## src/rtl/lfr_pkg.sv

```systemverilog
package lfr_pkg;

   // Table sizing.
   localparam int TABLE_ENTRIES  = 5;
   localparam int MAX_DATA_BYTES = 8;
   localparam int ENTRY_REGS     = 5;
   localparam int MATCH_ENTRIES  = (TABLE_ENTRIES < ENTRY_REGS) ? TABLE_ENTRIES : ENTRY_REGS;
   localparam int STORE_BYTES    = 8;

   // Register indexes on the configuration port.
   localparam logic [2:0] CSR_ENTRY_LAST = 3'(ENTRY_REGS - 1);
   localparam logic [2:0] CSR_NODE_ROLE  = 3'(ENTRY_REGS);

   localparam logic [7:0] SYNC_BYTE = 8'h55;

   // Reset contents of the identifier table.
   localparam logic [12:0] ENTRY_RESET [ENTRY_REGS] = '{
      13'd1024, 13'd1360, 13'd2208, 13'd4592, 13'd4156
   };

   // Event kinds.
   localparam logic FUNC_BREAK = 1'b0;
   localparam logic FUNC_BYTE  = 1'b1;

   // Result status codes.
   localparam logic [2:0] ST_IGNORED  = 3'd0;
   localparam logic [2:0] ST_BREAK    = 3'd1;
   localparam logic [2:0] ST_SYNC_OK  = 3'd2;
   localparam logic [2:0] ST_SYNC_BAD = 3'd3;
   localparam logic [2:0] ST_ID_TAKEN = 3'd4;
   localparam logic [2:0] ST_DATA     = 3'd5;
   localparam logic [2:0] ST_COMPLETE = 3'd6;
   localparam logic [2:0] ST_ERROR    = 3'd7;

   // Error kinds.
   localparam logic [1:0] ERR_NONE       = 2'd0;
   localparam logic [1:0] ERR_UNKNOWN_ID = 2'd1;
   localparam logic [1:0] ERR_TOO_LONG   = 2'd2;

   typedef struct packed {
      logic       func;
      logic [7:0] rx_byte;
   } req_type;

   typedef struct packed {
      logic [2:0]  status;
      logic [1:0]  error_kind;
      logic [2:0]  entry_index;
      logic [7:0]  frame_id;
      logic [3:0]  data_count;
      logic [63:0] frame_data;
      logic        frame_accepted;
      logic        response_needed;
   } rsp_type;

endpackage

```

## src/rtl/lin_frame_receiver.sv

```systemverilog
// LIN frame receiver.
//
// The req channel carries one bus event per item: a break (func low) or a
// received byte (func high, value in rx_byte). Every accepted item produces
// exactly one result item on the rsp channel, carrying the status of that
// event together with the frame state left behind by it.
//
// The result is registered: the result of an item accepted at a clock edge is
// valid after that edge. Throughput is one item per cycle while rsp_ready is
// high; the identifier compare against all table entries and the data store
// update happen in one combinational step from frame state to result register.
//
// While the rsp side stalls, the result register holds its item and
// req_ready drops; an item is taken again in the same cycle the waiting
// result leaves. The csr port writes table entries and the node role; it is
// meant to be used only while no item is in flight.
//
// Reset (synchronous) clears the header flags, frame state and output valid,
// and reloads the default identifier table and the master role.
module lin_frame_receiver (
   input  logic             clock,
   input  logic             reset,
   input  logic             req_valid,
   output logic             req_ready,
   input  lfr_pkg::req_type req_data,
   output logic             rsp_valid,
   input  logic             rsp_ready,
   output lfr_pkg::rsp_type rsp_data,
   input  logic             csr_we,
   input  logic [2:0]       csr_addr,
   input  logic [12:0]      csr_wdata
);
   import lfr_pkg::*;

   // Configuration and frame state.
   logic [12:0] entry_ff [ENTRY_REGS];
   logic        master_ff;
   logic        break_ff, break_in;
   logic        sync_ff, sync_in;
   logic        id_ff, id_in;
   logic [2:0]  entry_sel_ff, entry_sel_in;
   logic [7:0]  cur_id_ff, cur_id_in;
   logic [3:0]  count_ff, count_in;
   logic [7:0]  store_ff [STORE_BYTES];
   logic [7:0]  store_in [STORE_BYTES];

   logic        rsp_valid_ff;
   rsp_type     rsp_ff, rsp_in;

   logic        accept;
   logic        found;
   logic [2:0]  hit;
   logic [3:0]  raw_len;
   logic [3:0]  len;
   logic        resp_flag;
   logic [3:0]  count_inc;

   // The result register frees up when it is empty or being taken.
   assign req_ready = !rsp_valid_ff || rsp_ready;
   assign accept    = req_valid && req_ready;
   assign rsp_valid = rsp_valid_ff;
   assign rsp_data  = rsp_ff;

   // First matching table entry wins, so scan from the top down.
   always_comb begin
      found = 1'b0;
      hit   = '0;
      for (int e = MATCH_ENTRIES - 1; e >= 0; e--) begin
         if (entry_ff[e][7:0] == req_data.rx_byte) begin
            found = 1'b1;
            hit   = 3'(e);
         end
      end
   end

   // Length and response flag of the current frame's entry.
   always_comb begin
      raw_len   = '0;
      resp_flag = 1'b0;
      if (entry_sel_ff < 3'(ENTRY_REGS)) begin
         raw_len   = entry_ff[entry_sel_ff][12:9];
         resp_flag = entry_ff[entry_sel_ff][8];
      end
      len = (raw_len > 4'(MAX_DATA_BYTES)) ? 4'(MAX_DATA_BYTES) : raw_len;
   end

   assign count_inc = count_ff + 4'd1;

   // Frame sequencing for one event.
   always_comb begin
      break_in     = break_ff;
      sync_in      = sync_ff;
      id_in        = id_ff;
      entry_sel_in = entry_sel_ff;
      cur_id_in    = cur_id_ff;
      count_in     = count_ff;
      store_in     = store_ff;
      rsp_in       = '0;
      rsp_in.status     = ST_IGNORED;
      rsp_in.error_kind = ERR_NONE;

      if (req_data.func == FUNC_BREAK) begin
         break_in = 1'b1;
         sync_in  = 1'b0;
         id_in    = 1'b0;
         count_in = '0;
         rsp_in.status = ST_BREAK;
      end else if (break_ff) begin
         break_in = 1'b0;
         sync_in  = (req_data.rx_byte == SYNC_BYTE);
         rsp_in.status = (req_data.rx_byte == SYNC_BYTE) ? ST_SYNC_OK : ST_SYNC_BAD;
      end else if (sync_ff) begin
         sync_in   = 1'b0;
         cur_id_in = req_data.rx_byte;
         count_in  = '0;
         if (found) begin
            id_in        = 1'b1;
            entry_sel_in = hit;
            rsp_in.status = ST_ID_TAKEN;
            rsp_in.response_needed = !master_ff && entry_ff[hit][8];
         end else begin
            break_in     = 1'b0;
            id_in        = 1'b0;
            entry_sel_in = '0;
            rsp_in.status     = ST_ERROR;
            rsp_in.error_kind = ERR_UNKNOWN_ID;
         end
      end else if (id_ff) begin
         if (count_ff < len && count_ff < 4'(STORE_BYTES)) begin
            store_in[count_ff[2:0]] = req_data.rx_byte;
            count_in = count_inc;
            if (count_inc == len) begin
               rsp_in.frame_accepted = master_ff ? resp_flag : !resp_flag;
               break_in = 1'b0;
               sync_in  = 1'b0;
               id_in    = 1'b0;
               rsp_in.status = ST_COMPLETE;
            end else begin
               rsp_in.status = ST_DATA;
            end
         end else begin
            break_in = 1'b0;
            sync_in  = 1'b0;
            id_in    = 1'b0;
            count_in = '0;
            rsp_in.status     = ST_ERROR;
            rsp_in.error_kind = ERR_TOO_LONG;
         end
      end

      rsp_in.entry_index = entry_sel_in;
      rsp_in.frame_id    = cur_id_in;
      rsp_in.data_count  = count_in;
      // Only bytes below the count are shown; the rest read as zero.
      for (int k = 0; k < STORE_BYTES; k++) begin
         rsp_in.frame_data[8*k +: 8] = (4'(k) < count_in) ? store_in[k] : 8'h00;
      end
   end

   // Control state and configuration registers.
   always_ff @(posedge clock) begin
      if (reset) begin
         for (int e = 0; e < ENTRY_REGS; e++) begin
            entry_ff[e] <= ENTRY_RESET[e];
         end
         master_ff    <= 1'b1;
         break_ff     <= 1'b0;
         sync_ff      <= 1'b0;
         id_ff        <= 1'b0;
         entry_sel_ff <= '0;
         cur_id_ff    <= '0;
         count_ff     <= '0;
         rsp_valid_ff <= 1'b0;
      end else begin
         if (csr_we) begin
            if (csr_addr <= CSR_ENTRY_LAST) begin
               entry_ff[csr_addr] <= csr_wdata;
            end else if (csr_addr == CSR_NODE_ROLE) begin
               master_ff <= csr_wdata[0];
            end
         end
         if (accept) begin
            break_ff     <= break_in;
            sync_ff      <= sync_in;
            id_ff        <= id_in;
            entry_sel_ff <= entry_sel_in;
            cur_id_ff    <= cur_id_in;
            count_ff     <= count_in;
            rsp_valid_ff <= 1'b1;
         end else if (rsp_ready) begin
            rsp_valid_ff <= 1'b0;
         end
      end
   end

   // Payload registers: data store and result item.
   always_ff @(posedge clock) begin
      if (accept) begin
         store_ff <= store_in;
         rsp_ff   <= rsp_in;
      end
   end

endmodule

```

## config.mk

```make
export PLATFORM = sky130hd
export DESIGN_NAME = lin_frame_receiver
export DESIGN_NICKNAME = d
export VERILOG_FILES = /design/src/rtl/lfr_pkg.sv /design/src/rtl/lin_frame_receiver.sv
export SDC_FILE = /design/constraint.sdc
export NUM_CORES = 1
export LEC_CHECK = 0
export ABC_AREA = 1
export BUFFER_PORTS_ARGS = -buffer_cell sky130_fd_sc_hd__buf_4
export CELL_PAD_IN_SITES_DETAIL_PLACEMENT = 1
export CELL_PAD_IN_SITES_GLOBAL_PLACEMENT = 1
export CORE_ASPECT_RATIO = 0.6
export CORE_MARGIN = 10
export CORE_UTILIZATION = 42
export CTS_CLUSTER_DIAMETER = 150
export DETAILED_ROUTE_END_ITERATION = 10
export MAX_ROUTING_LAYER = met4
export PLACE_DENSITY = 0.77
export SLEW_MARGIN = 25
export SYNTH_ARGS = -nofsm -noshare
export SYNTH_HDL_FRONTEND = slang
export SYNTH_SLANG_ARGS = --single-unit
```

## constraint.sdc

```tcl
create_clock -name clock -period 5.5 [get_ports clock]
set_clock_uncertainty 0.1 [all_clocks]
set_input_delay 0.275 -clock clock [delete_from_list [all_inputs] [get_ports clock]]
set_output_delay 0.275 -clock clock [all_outputs]
set_load 0.005 [all_outputs]
```

==> metrics.log, run 1 <==
[metrics] starting utilization of the core area: 42.8%
[metrics] worst-path fanout max: 21
[metrics] Clock Latency Late Sink: 0.54 ns
[metrics] switching power total: 0.00109 W
[metrics] Tcrit/Tclk final: 71.3%
[metrics] main flop type after synthesis: edfxtp_1
[metrics] largest family of logic cells by synthesized area: simple AND/OR/NAND/NOR gates
[metrics] overall die area: 0.0343 mm2
[metrics] TritonCTS Sinks: 253
[metrics] P_int: 0.00339 W
[metrics] ratio of cells with drive above 1 in the final layout: 15.2%
[metrics] number of vias per cell after detailed routing: 5.15
[metrics] worst slew pin tran: 0.999 ns
[metrics] top-level I/O count: 118
[metrics] Initial DRC Count: 799
[metrics] leakage power total: 5.86 nW
[metrics] pre-CTS setup slack: 1.56 ns
[metrics] Synth top cells by count: edfxtp_1, nand2_1, inv_1
[metrics] number of instances in the placed design: 1566
[metrics] post-detailed-placement half-perimeter wirelength: 22700 um
[metrics] Max H-tree Level: 1
[metrics] DRC violation count after routing: 0
[metrics] vias after detailed routing: 8359
[metrics] Area contributors post-synth: edfxtp_1, nand2_1, inv_1
[metrics] number of warnings issued by yosys: 0
[metrics] count of flip-flops with a built-in enable after synthesis: 230
[metrics] fin crit period: 3.92 ns
[metrics] endpoint type of the worst setup path: flip-flop
[metrics] Longest Clk Path Bufs: 3
[metrics] combinational fraction of design power: 10.4%
[metrics] Hold Violations, Final: 0
[metrics] max-capacitance violation count: 0
[metrics] portion of netlist area occupied by mux cells: 0%
[metrics] Area Overhead vs Synth: 18.5%
[metrics] Syn Inst Count: 1111
[metrics] n_diodes: 0
[metrics] share of power burned in registers: 51.4%
[metrics] Total GRT Usage: 19.4%
[metrics] pin count of the biggest net entering global routing: 107
[metrics] register-to-register path setup slack: 1.58 ns
[metrics] drt first pass iters: 5
[metrics] WP data required: 5.67 ns
[metrics] Pwr Total: 0.00448 W
[metrics] clock tree from TritonCTS: done
[metrics] type of the worst setup path: reg2reg
[metrics] share of the synthesized area in the top cell type: 60.8%
[metrics] startpoint types: flip-flop
[metrics] final setup vio count: 0
[metrics] accumulated negative setup slack: 0 ns
[metrics] CTS buffer count: 25
[metrics] ratio of total power to cell area: 333 mW/mm2
[metrics] antenna viol nets, final: 0
[metrics] RSZ-0062 raised after global routing: false
[metrics] share of synthesized area occupied by flip-flops and latches: 64.8%
[metrics] number of max-slew violations in the final report: 0
[metrics] die height: 147 um
[metrics] run status: finished, final reports clean
[metrics] switching part of the total: 24.3%
[metrics] Routed WL per cell: 20.3 um
[metrics] Detailed Route WL: 33000 um
[metrics] maximum vdd drop: 0.220 mV
[metrics] area of the core region: 0.0265 mm2
[metrics] clock transition time at the flip-flop clock pins of the worst setup and hold paths: 0.07 ns
[metrics] net total in the final layout: 1279
[metrics] area fraction in and, or, nand and nor cells after synthesis: 14.9%
[metrics] worst slew slack as a fraction of its limit: 33.2%
[metrics] total global routing overflow: 0
[metrics] combined area of all synthesized cells: 0.0114 mm2
[metrics] final worst slack: 1.58 ns
[metrics] xor-xnor portion of the synthesized cell area: 2.16%
[metrics] number of register bits inferred by synthesis: 253
[metrics] Horiz. Die Dim: 232 um
[metrics] dominant cell type by area after synthesis: edfxtp_1
[metrics] wire length of the first global-routing pass: 50600 um
[metrics] mean cell area of the mapped netlist: 10.2 um2
[metrics] compound-gate portion of the synthesized area: 9.18%
[metrics] Post-Synth Adder-Cell Area: 0.550%
[metrics] cell with the most instances after synthesis: edfxtp_1
[metrics] share of flip-flops with an asynchronous set or reset: 0%
[metrics] number of non-filler instances in the completed layout: 1622
[metrics] number of unique standard cell types used by synthesis: 45
[metrics] part of the total power dissipated in the clock network: 38.2%
[metrics] data arrival at the endpoint of the critical path: 4.09 ns
[metrics] weighted congestion reported at the end of routability-driven placement: 0.894
[metrics] clk root buf: clkbuf_16
[metrics] initial antenna violation count: 0
[metrics] IO buf count: 117
[metrics] Fmax: 0.255 GHz
[metrics] number of global-route vias before repair: 8810
[metrics] worst hold-check path type: in2reg
[metrics] number of standard-cell rows in the floorplan: 46
## metrics by stage
| stage | hold slack, ns | util [%] | cell area [um2] |
|---|---|---|---|
| 6_report | 0.0184 | 50.8 | 13500 |
| 4_1_cts | 0.00667 | 50.8 | 13500 |
| 3_5_place_dp | 0.386 | 47.3 | 12600 |
| 3_3_place_gp | 0.388 | 47.3 | 12600 |
| 2_1_floorplan | 0.274 | - | 11400 |
| 5_1_grt | 0.0273 | 50.8 | 13500 |
## power groups by stage
stage / registers (W) / logic (W) / clock network [W]
CTS: 0.00231 / 0.000467 / 0.00174
floorplan: 0.00233 / 0.000261 / 0
finish: 0.00230 / 0.000464 / 0.00171
global placement: 0.00234 / 0.000436 / 0
global route: 0.00232 / 0.000519 / 0.00181
detailed placement: 0.00234 / 0.000454 / 0
## critical path: stages, from the launching register on
cell      delay [ns]
dfxtp_1         0.76
inv_2           0.32
nand2_1         0.13
nand3_1         0.08
nand2_1         0.10
nand2_1         0.05
nand2_1         0.10
nand3_1         0.10
ha_1            0.31
inv_1           0.05
o21bai_1        0.05
nand3_1         0.08
nand3_2         0.11
inv_1           0.15
nand3_1         0.15
inv_1           0.18
nand2_1         0.34
o21ai_0         0.41
inv_1           0.10
## metal layers
layer | share of wire [%] | track usage (%) | vias up
met2 | 45 | 29.0 | 264
met4 | 1.5 | 3.19 | 0
met5 | 0 | - | -
met3 | 6.5 | 3.25 | 44
li1 | - | - | 3898
met1 | 47 | 27.5 | 4153
## sequential cells by signal (all words and copies together) (netlist names), named ones only
register	cells
entry_sel_ff	3
cur_id_ff	8
master_ff	1
rsp_data	86
id_ff	1
sync_ff	1
entry_ff	80
break_ff	1
rsp_valid	1
store_ff	64
count_ff	4
## path summary, 6_finish.rpt
kind | from | to | cells after the start
setup reg to reg | flip-flop | store_ff[54] | 18
setup / recovery | flip-flop | store_ff[54] | 18
hold / removal | csr_wdata[5] | entry_ff[3][5] | 3
hold reg to reg | break_ff | break_ff | 2
## cell type report
type	instances	area (um2)
Clock buffer	37	711
Timing Repair Buffer	132	1020
Inverter	193	737
Sequential cell	253	7370
Fill cell	2942	13100
Tap cell	360	450
Multi-Input combinational cell	639	3100
Clock inverter	8	88.8
## cell usage in the layout, fill, tap and decap left out, drive strengths merged, types with 4 or more instances in the layout
cell type / count
buf: 121
conb: 15
clkinv: 9
xor2: 16
xnor2: 12
ha: 5
or2: 11
a21boi: 17
edfxtp: 230
nand3: 40
inv: 190
nor3: 4
clkbuf: 37
o21ai: 99
nor2: 116
dfxtp: 23
a21oi: 57
nand2: 223
nand4: 6
dlygate4sd3: 11
## what timing repair did
action	CTS	global route
setup buffers	0	0
hold endpoints to repair	19	0
resized for setup	0	0
hold buffers	11	0
## cell families after synthesis
| logic type | Yosys count |
|---|---|
| simple gates | 405 |
| flops | 253 |
| buf+inv | 233 |
| compound gates | 186 |
| xor+xnor | 28 |
| fa+ha+maj | 5 |
| other cells | 1 |
Note: power is estimated with default switching activity, not from simulation.
==> run 2: changes to the inputs <==
ABC_AREA = 0   (was 1)
CORE_UTILIZATION = 44   (was 42)
clock period = 3.4 ns   (was 5.5 ns; I/O delays follow)
==> run 2 against run 1 <==
Against the previous run: global-route usage about the same; critical path depth decreased by 6; via count decreased by 14%; non-clock buffer count increased by 51; sequential share of layout area decreased by 2.6 points; clock-buffer cell count decreased by 1; die area decreased by 5.3%; clock power increased by 53%; final cell count decreased by 20%; synthesized area decreased by 1.4%; the flow now finishes with violations (setup timing); fmax increased by 5.9%; final area increased by 5.0%.
==> metrics.log, run 2 <==
[metrics] run status: finished, violations left
[metrics] violations in the final reports: setup timing
[metrics] number of standard-cell rows in the floorplan: 45 (-2.2%)
[metrics] area of the core region: 0.0252 mm2 (-5.1%)
[metrics] worst hold-check path type: in2reg
[metrics] count of flip-flops with a built-in enable after synthesis: 230 (unchanged)
[metrics] FF/Latch Area: 0.00737 mm2 (about the same)
[metrics] worst slew pin tran: 0.893 ns (-0.106 ns)
[metrics] Horiz. Die Dim: 226 um (-2.7%)
[metrics] final setup vio count: 126 (+126)
[metrics] Fmax: 0.270 GHz (+5.9%)
[metrics] weighted congestion reported at the end of routability-driven placement: 0.857 (-4.1%)
[metrics] Routed WL per cell: 23.6 um (+16%)
[metrics] leakage power total: 5.21 nW (-11%)
[metrics] wire length of the first global-routing pass: 46900 um (-7.3%)
[metrics] Synth top cells by count: edfxtp_1, mux2_2, and2_1
[metrics] flip-flop count of the largest register, all copies and words added: 86 (unchanged)
[metrics] worst slew slack as a fraction of its limit: 40.3% (+7.0 points)
[metrics] number of warnings issued by yosys: 0 (unchanged)
[metrics] CTS buffer count: 25 (unchanged)
[metrics] cell with the biggest individual delay on the critical path: or4_4
[metrics] Clock Latency Late Sink: 0.53 ns (about the same)
[metrics] mean cell area of the mapped netlist: 14.4 um2 (+40%)
[metrics] IO buf count: 117 (unchanged)
[metrics] Total GRT Usage: 19.4% (about the same)
[metrics] worst-path fanout max: 6 (-71%)
[metrics] cell with the most instances after synthesis: edfxtp_1
[metrics] DRC violation count after routing: 0 (unchanged)
[metrics] WP data required: 3.58 ns (-2.09 ns)
[metrics] die height: 144 um (-2.6%)
[metrics] dominant cell type by area after synthesis: edfxtp_1
[metrics] initial antenna violation count: 1 (+1)
[metrics] total global routing overflow: 0 (unchanged)
[metrics] total cell area at the placement stage: 0.0128 mm2 (+2.1%)
[metrics] number of unique standard cell types used by synthesis: 65 (+44%)
[metrics] share of the synthesized area in the top cell type: 61.7% (+0.89 points)
[metrics] Top delay family on crit path: multiplexers
[metrics] type of the worst setup path: reg2reg
[metrics] ratio of cells with drive above 1 in the final layout: 33.4% (+18 points)
[metrics] TritonCTS Sinks: 253 (unchanged)
[metrics] Area Overhead vs Synth: 26.2%
[metrics] hold_ws: 0.150 ns (+0.131 ns)
[metrics] number of register bits inferred by synthesis: 253 (unchanged)
[metrics] chain of cells forming the critical path: mux4_2 -> mux2_4 -> nor2_4 -> nand2_1 -> ha_1 -> nor2b_1 -> o21a_1 -> o21a_4 -> or4_4 -> buf_8 -> mux2_4 -> and2_4
[metrics] antenna viol nets, final: 0 (unchanged)
[metrics] net total in the final layout: 992 (-22%)
[metrics] endpoint type of the worst setup path: flip-flop
[metrics] share of synthesized area occupied by flip-flops and latches: 65.8% (+0.95 points)
[metrics] top-level I/O count: 118 (unchanged)
[metrics] Area contributors post-synth: edfxtp_1, mux2_2, dfxtp_1
[metrics] worst path bufs/invs: 1 (-4)
[metrics] overall die area: 0.0325 mm2 (-5.3%)
[metrics] leading cell type in the layout, fill and taps excluded: edfxtp_1
[metrics] startpoint types: flip-flop
[metrics] post-detailed-placement half-perimeter wirelength: 20000 um (-12%)
[metrics] pin count of the biggest net entering global routing: 79 (-26%)
[metrics] final worst slack: -0.303 ns (-1.88 ns)
[metrics] Longest Clk Path Bufs: 3 (unchanged)
[metrics] main flop type after synthesis: edfxtp_1
[metrics] Initial DRC Count: 649 (-19%)
[metrics] Hold Violations, Final: 0 (unchanged)
[metrics] accumulated negative setup slack: -19.81 ns (-19.81 ns)
[metrics] number of max-slew violations in the final report: 0 (unchanged)
[metrics] Tcrit/Tclk final: 109% (+38 points)
[metrics] vias after detailed routing: 7180 (-14%)
[metrics] area used by multi-input combinational logic: 0.00399 mm2 (+29%)
[metrics] clock tree from TritonCTS: done
[metrics] number of vias per cell after detailed routing: 5.50 (+6.8%)
[metrics] Detailed Route WL: 30800 um (-6.4%)
[metrics] most used cells in the layout excluding fill and tap cells: edfxtp_1, buf_4, and2_1, mux2_4, nand2_1
[metrics] delay of the slowest cell on the worst path: 0.53 ns (-0.23 ns)
[metrics] number of global-route vias before repair: 7657 (-13%)
[metrics] fin crit period: 3.70 ns (-0.218 ns)
[metrics] starting utilization of the core area: 44.5% (+1.7 points)
[metrics] final non-filler cell area: 0.0141 mm2 (+5.0%)
[metrics] combined area of all synthesized cells: 0.0112 mm2 (-1.4%)
[metrics] max-capacitance violation count: 0 (unchanged)
[metrics] maximum vdd drop: 0.313 mV (+42%)
[metrics] share of flip-flops with an asynchronous set or reset: 0% (unchanged)
[metrics] filler instances: 2405 (-18%)
[metrics] ratio of total power to cell area: 493 mW/mm2 (+48%)
[metrics] data arrival at the endpoint of the critical path: 3.88 ns (-0.21 ns)
[metrics] RSZ-0062 raised after global routing: true
[metrics] drt first pass iters: 5 (unchanged)
[metrics] clock transition time at the flip-flop clock pins of the worst setup and hold paths: 0.06 ns (about the same)
[metrics] clk root buf: clkbuf_16
[metrics] Syn Inst Count: 780 (-30%)
[metrics] Max H-tree Level: 1 (unchanged)
[metrics] Top cell by count, worst path: mux2_4
run 2: cell types whose count changed in the layout (fill, tap and decap cells not counted), sizes merged, moves of 32 or more:
cell	before	now
nor2	116	36
inv	190	7
nand3	40	8
buf	121	161
and2	1	50
o21ai	99	9
a21oi	57	17
nand2	223	41
mux2	0	76
run 2: area by class of cell:
type,count,share of cell area [%]
Tap cell,329,2.91
Sequential cell,253,52.1
Multi-Input combinational cell,485,28.2
Timing Repair Buffer,183,11.2
Antenna cell,1,0.0177
Clock inverter,9,0.460
Clock buffer,36,4.86
Inverter,9,0.274
run 2: stage by stage:
stage | setup slack, ns | utilization [%] | power, W | std cells
2_1_floorplan | -0.180 | - | 0.00406 | 794
3_3_place_gp | -0.337 | 51.0 | 0.00434 | 1234
3_5_place_dp | -0.452 | 51.0 | 0.00436 | 1234
4_1_cts | -0.280 | 55.9 | 0.00703 | 1302
5_1_grt | -0.397 | 56.2 | 0.00724 | 1305
6_report | -0.303 | 56.2 | 0.00697 | 1305
run 2: timing repair:
item	4_1_cts	5_1_grt
gates resized for setup	63	20
pin swaps	4	5
cloned	3	0
hold buffers	22	0
buffers inserted	2	4
hold endpoints to repair	94	0
setup endpoints to repair	130	136
run 2: metal layers:
metal	vias up	global-route usage, %	wire length [um]
met5	-	-	0
met4	0	3.82	470
met2	195	28.8	13800
met3	33	3.85	1750
li1	3246	-	-
met1	3706	27.2	14800
run 2: cells by family after synthesis:
logic type,count (synthesis),share of synthesized area (%)
muxes,88,9.86
and+or+nand+nor,248,12.4
AOI/OAI and AO/OA,85,5.73
xor gates and xnor gates,44,3.44
DFF,253,65.8
buffers and inverters,56,2.26
adders and majority gates,5,0.558
other,1,0.0335
run 2: final timing paths:
check	from	endpoint	slack (ns)	cells after the start
hold / removal	req_data[3]	store_ff[27]	0.15	2
setup reg to reg	entry_ff[7][12]	rsp_data[58]	-0.30	12
hold reg to reg	cur_id_ff[7]	cur_id_ff[7]	0.36	2
setup / recovery	entry_ff[7][12]	rsp_data[58]	-0.30	12
run 2: worst register-to-register path, cell delays in order (launching register included):
cell      delay, ns
edfxtp_1       0.42
mux4_2         0.49
mux2_4         0.31
nor2_4         0.09
nand2_1        0.06
ha_1           0.27
nor2b_1        0.13
o21a_1         0.19
o21a_4         0.24
or4_4          0.53
buf_8          0.17
mux2_4         0.32
and2_4         0.16
run 2: power breakdown:
group	switching, W	internal [W]	leakage (nW)
registers	0.0000728	0.00359	2.46
logic	0.000373	0.000317	2.38
clock network	0.00114	0.00147	0.369
==> run 3: changes to the inputs <==
PLACE_DENSITY = 0.74   (was 0.77)
clock period = 4.2 ns   (was 3.4 ns; I/O delays follow)
==> run 3 against run 2 <==
Against the previous run: worst hold slack better by 0.014 ns; utilization is 2.1 points lower; routed wire length is 2.9% lower; fmax is 6.9% lower; sequential cell count stayed put; highest routed layer unchanged; final cell count is 1.6% lower; the run now ends clean; combinational power is 27% lower; via count is 2.9% lower; largest cell class unchanged; die area stayed put; sequential power is 19% lower.
==> metrics.log, run 3 (synthesis gave the netlist of run 2 again) <==
[metrics] number of vias per cell after detailed routing: 5.43 (-1.3%)
[metrics] r2r worst-path depth: 11 (-1)
[metrics] delay of the slowest cell on the worst path: 0.71 ns (+0.18 ns)
[metrics] maximum vdd drop: 0.252 mV (-19%)
[metrics] Horiz. Die Dim: 226 um (unchanged)
[metrics] weighted congestion reported at the end of routability-driven placement: 0.872 (+1.7%)
[metrics] startpoint types: flip-flop
[metrics] data arrival at the endpoint of the critical path: 4.14 ns (+0.26 ns)
[metrics] vias after detailed routing: 6973 (-2.9%)
[metrics] worst path bufs/invs: 1 (unchanged)
[metrics] area of the core region: 0.0252 mm2 (unchanged)
[metrics] number of max-slew violations in the final report: 0 (unchanged)
[metrics] Area Overhead vs Synth: 21.6%
[metrics] wire length of the first global-routing pass: 45500 um (-3.1%)
[metrics] Detailed Route WL: 29900 um (-2.9%)
[metrics] RSZ-0062 raised after global routing: false
[metrics] net total in the final layout: 971 (-2.1%)
[metrics] clock transition time at the flip-flop clock pins of the worst setup and hold paths: 0.06 ns (about the same)
[metrics] total global routing overflow: 0 (unchanged)
[metrics] number of standard-cell rows in the floorplan: 45 (unchanged)
[metrics] worst slew pin tran: 1.05 ns (+0.159 ns)
[metrics] max-capacitance violation count: 0 (unchanged)
[metrics] Clock Latency Late Sink: 0.54 ns (about the same)
[metrics] cell with the biggest individual delay on the critical path: a2111oi_0
[metrics] most used cells in the layout excluding fill and tap cells: edfxtp_1, buf_4, mux2_2, and2_1, nand2_1
[metrics] accumulated negative setup slack: 0 ns (+19.81 ns)
[metrics] leakage power total: 4.95 nW (-4.9%)
[metrics] initial antenna violation count: 0 (-1)
[metrics] endpoint type of the worst setup path: flip-flop
[metrics] filler instances: 2459 (+2.2%)
[metrics] Initial DRC Count: 598 (-7.9%)
[metrics] top-level I/O count: 118 (unchanged)
[metrics] clock tree from TritonCTS: done
[metrics] DRC violation count after routing: 0 (unchanged)
[metrics] run status: finished, final reports clean
[metrics] chain of cells forming the critical path: or3b_1 -> a2111oi_0 -> a211oi_2 -> ha_1 -> o21a_1 -> o21a_1 -> nor3_1 -> and4_1 -> buf_12 -> mux2_2 -> nor2b_1
[metrics] hold_ws: 0.163 ns (+0.0137 ns)
[metrics] Max H-tree Level: 1 (unchanged)
[metrics] leading cell type in the layout, fill and taps excluded: edfxtp_1
[metrics] Fmax: 0.251 GHz (-6.9%)
[metrics] TritonCTS Sinks: 253 (unchanged)
[metrics] Top delay family on crit path: compound AO/OA/AOI/OAI gates
[metrics] Tcrit/Tclk final: 94.7% (-14 points)
[metrics] pin count of the biggest net entering global routing: 95 (+20%)
[metrics] Hold Violations, Final: 0 (unchanged)
[metrics] clk root buf: clkbuf_16
[metrics] total stage count of the critical path: 11 (-1)
[metrics] die height: 144 um (unchanged)
[metrics] worst slew slack as a fraction of its limit: 29.6% (-11 points)
[metrics] Total GRT Usage: 18.9% (-0.45 points)
[metrics] number of global-route vias before repair: 7361 (-3.9%)
[metrics] post-detailed-placement half-perimeter wirelength: 19900 um (-0.57%)
[metrics] ratio of cells with drive above 1 in the final layout: 29.2% (-4.2 points)
[metrics] type of the worst setup path: reg2reg
[metrics] Cells on Worst Hold Path: 2 (unchanged)
[metrics] starting utilization of the core area: 44.5% (unchanged)
[metrics] area used by multi-input combinational logic: 0.00364 mm2 (-8.7%)
[metrics] WP data required: 4.36 ns (+0.78 ns)
[metrics] ratio of total power to cell area: 425 mW/mm2 (-14%)
[metrics] worst hold-check path type: in2reg
[metrics] antenna viol nets, final: 0 (unchanged)
[metrics] flip-flop count of the largest register, all copies and words added: 86 (unchanged)
[metrics] IO buf count: 117 (unchanged)
[metrics] CTS buffer count: 25 (unchanged)
[metrics] overall die area: 0.0325 mm2 (unchanged)
[metrics] n_diodes: 0 (-1)
[metrics] final setup vio count: 0 (-100%)
[metrics] worst-path fanout max: 10 (+4)
[metrics] fin crit period: 3.98 ns (+0.275 ns)
[metrics] Top cell by count, worst path: o21a_1
[metrics] Longest Clk Path Bufs: 3 (unchanged)
[metrics] drt first pass iters: 4 (-1)
[metrics] Routed WL per cell: 23.3 um (-1.3%)
[metrics] FF/Latch Area: 0.00737 mm2 (about the same)
==> run 3: final cells by class <==
class,instances,area share (%)
multi-input combinational,485,26.8
sequential,253,54.1
clock buffer,28,4.67
tap,329,3.02
inverter,9,0.285
clock inverter,18,1.41
timing repair buffer,162,9.77
==> run 3: metrics by stage <==
step | setup slack [ns] | std cells | total power [W] | area (um2) | utilization, %
floorplan | 0.553 | 794 | 0.00328 | 11300 | -
global placement | 0.237 | 1217 | 0.00349 | 12600 | 50.0
detailed placement | 0.0980 | 1217 | 0.00351 | 12600 | 50.0
CTS | 0.0992 | 1284 | 0.00584 | 13600 | 54.1
global route | 0.0740 | 1284 | 0.00600 | 13600 | 54.1
finish | 0.222 | 1284 | 0.00579 | 13600 | 54.1
==> run 3: worst paths after layout <==
check                           slack, ns      endpoint    startpoint
worst min-delay path                 0.16   store_ff[2]   req_data[2]
worst max-delay path                 0.22  rsp_data[35]     flip-flop
worst min register to register       0.36  cur_id_ff[3]  cur_id_ff[3]
worst max register to register       0.22  rsp_data[35]     flip-flop
==> run 3: worst reg2reg max path, stage by stage, from the launching register on <==
cell and delay, ns:
dfxtp_2 0.39, or3b_1 0.39, a2111oi_0 0.71, a211oi_2 0.16, ha_1 0.32, o21a_1 0.12
o21a_1 0.26, nor3_1 0.34, and4_1 0.29, buf_12 0.14, mux2_2 0.35, nor2b_1 0.14
==> run 3: report_power, final <==
group | internal, W | switching [W]
combinational | 0.000222 | 0.000285
sequential | 0.00291 | 0.0000636
clock | 0.00134 | 0.000973
==> run 3: layer usage <==
layer | GRT usage [%] | share of wire (%)
met1 | 27.5 | 50
met3 | 3.89 | 5.6
met2 | 27.1 | 43
met5 | - | 0
met4 | 3.08 | 1.2
==> run 3: timing repair <==
item                       in CTS  in global routing
setup endpoints to repair       0                 28
hold endpoints to repair       93                  0
buffers inserted                0                  0
resized for setup               0                  3
hold buffers                   21                  0
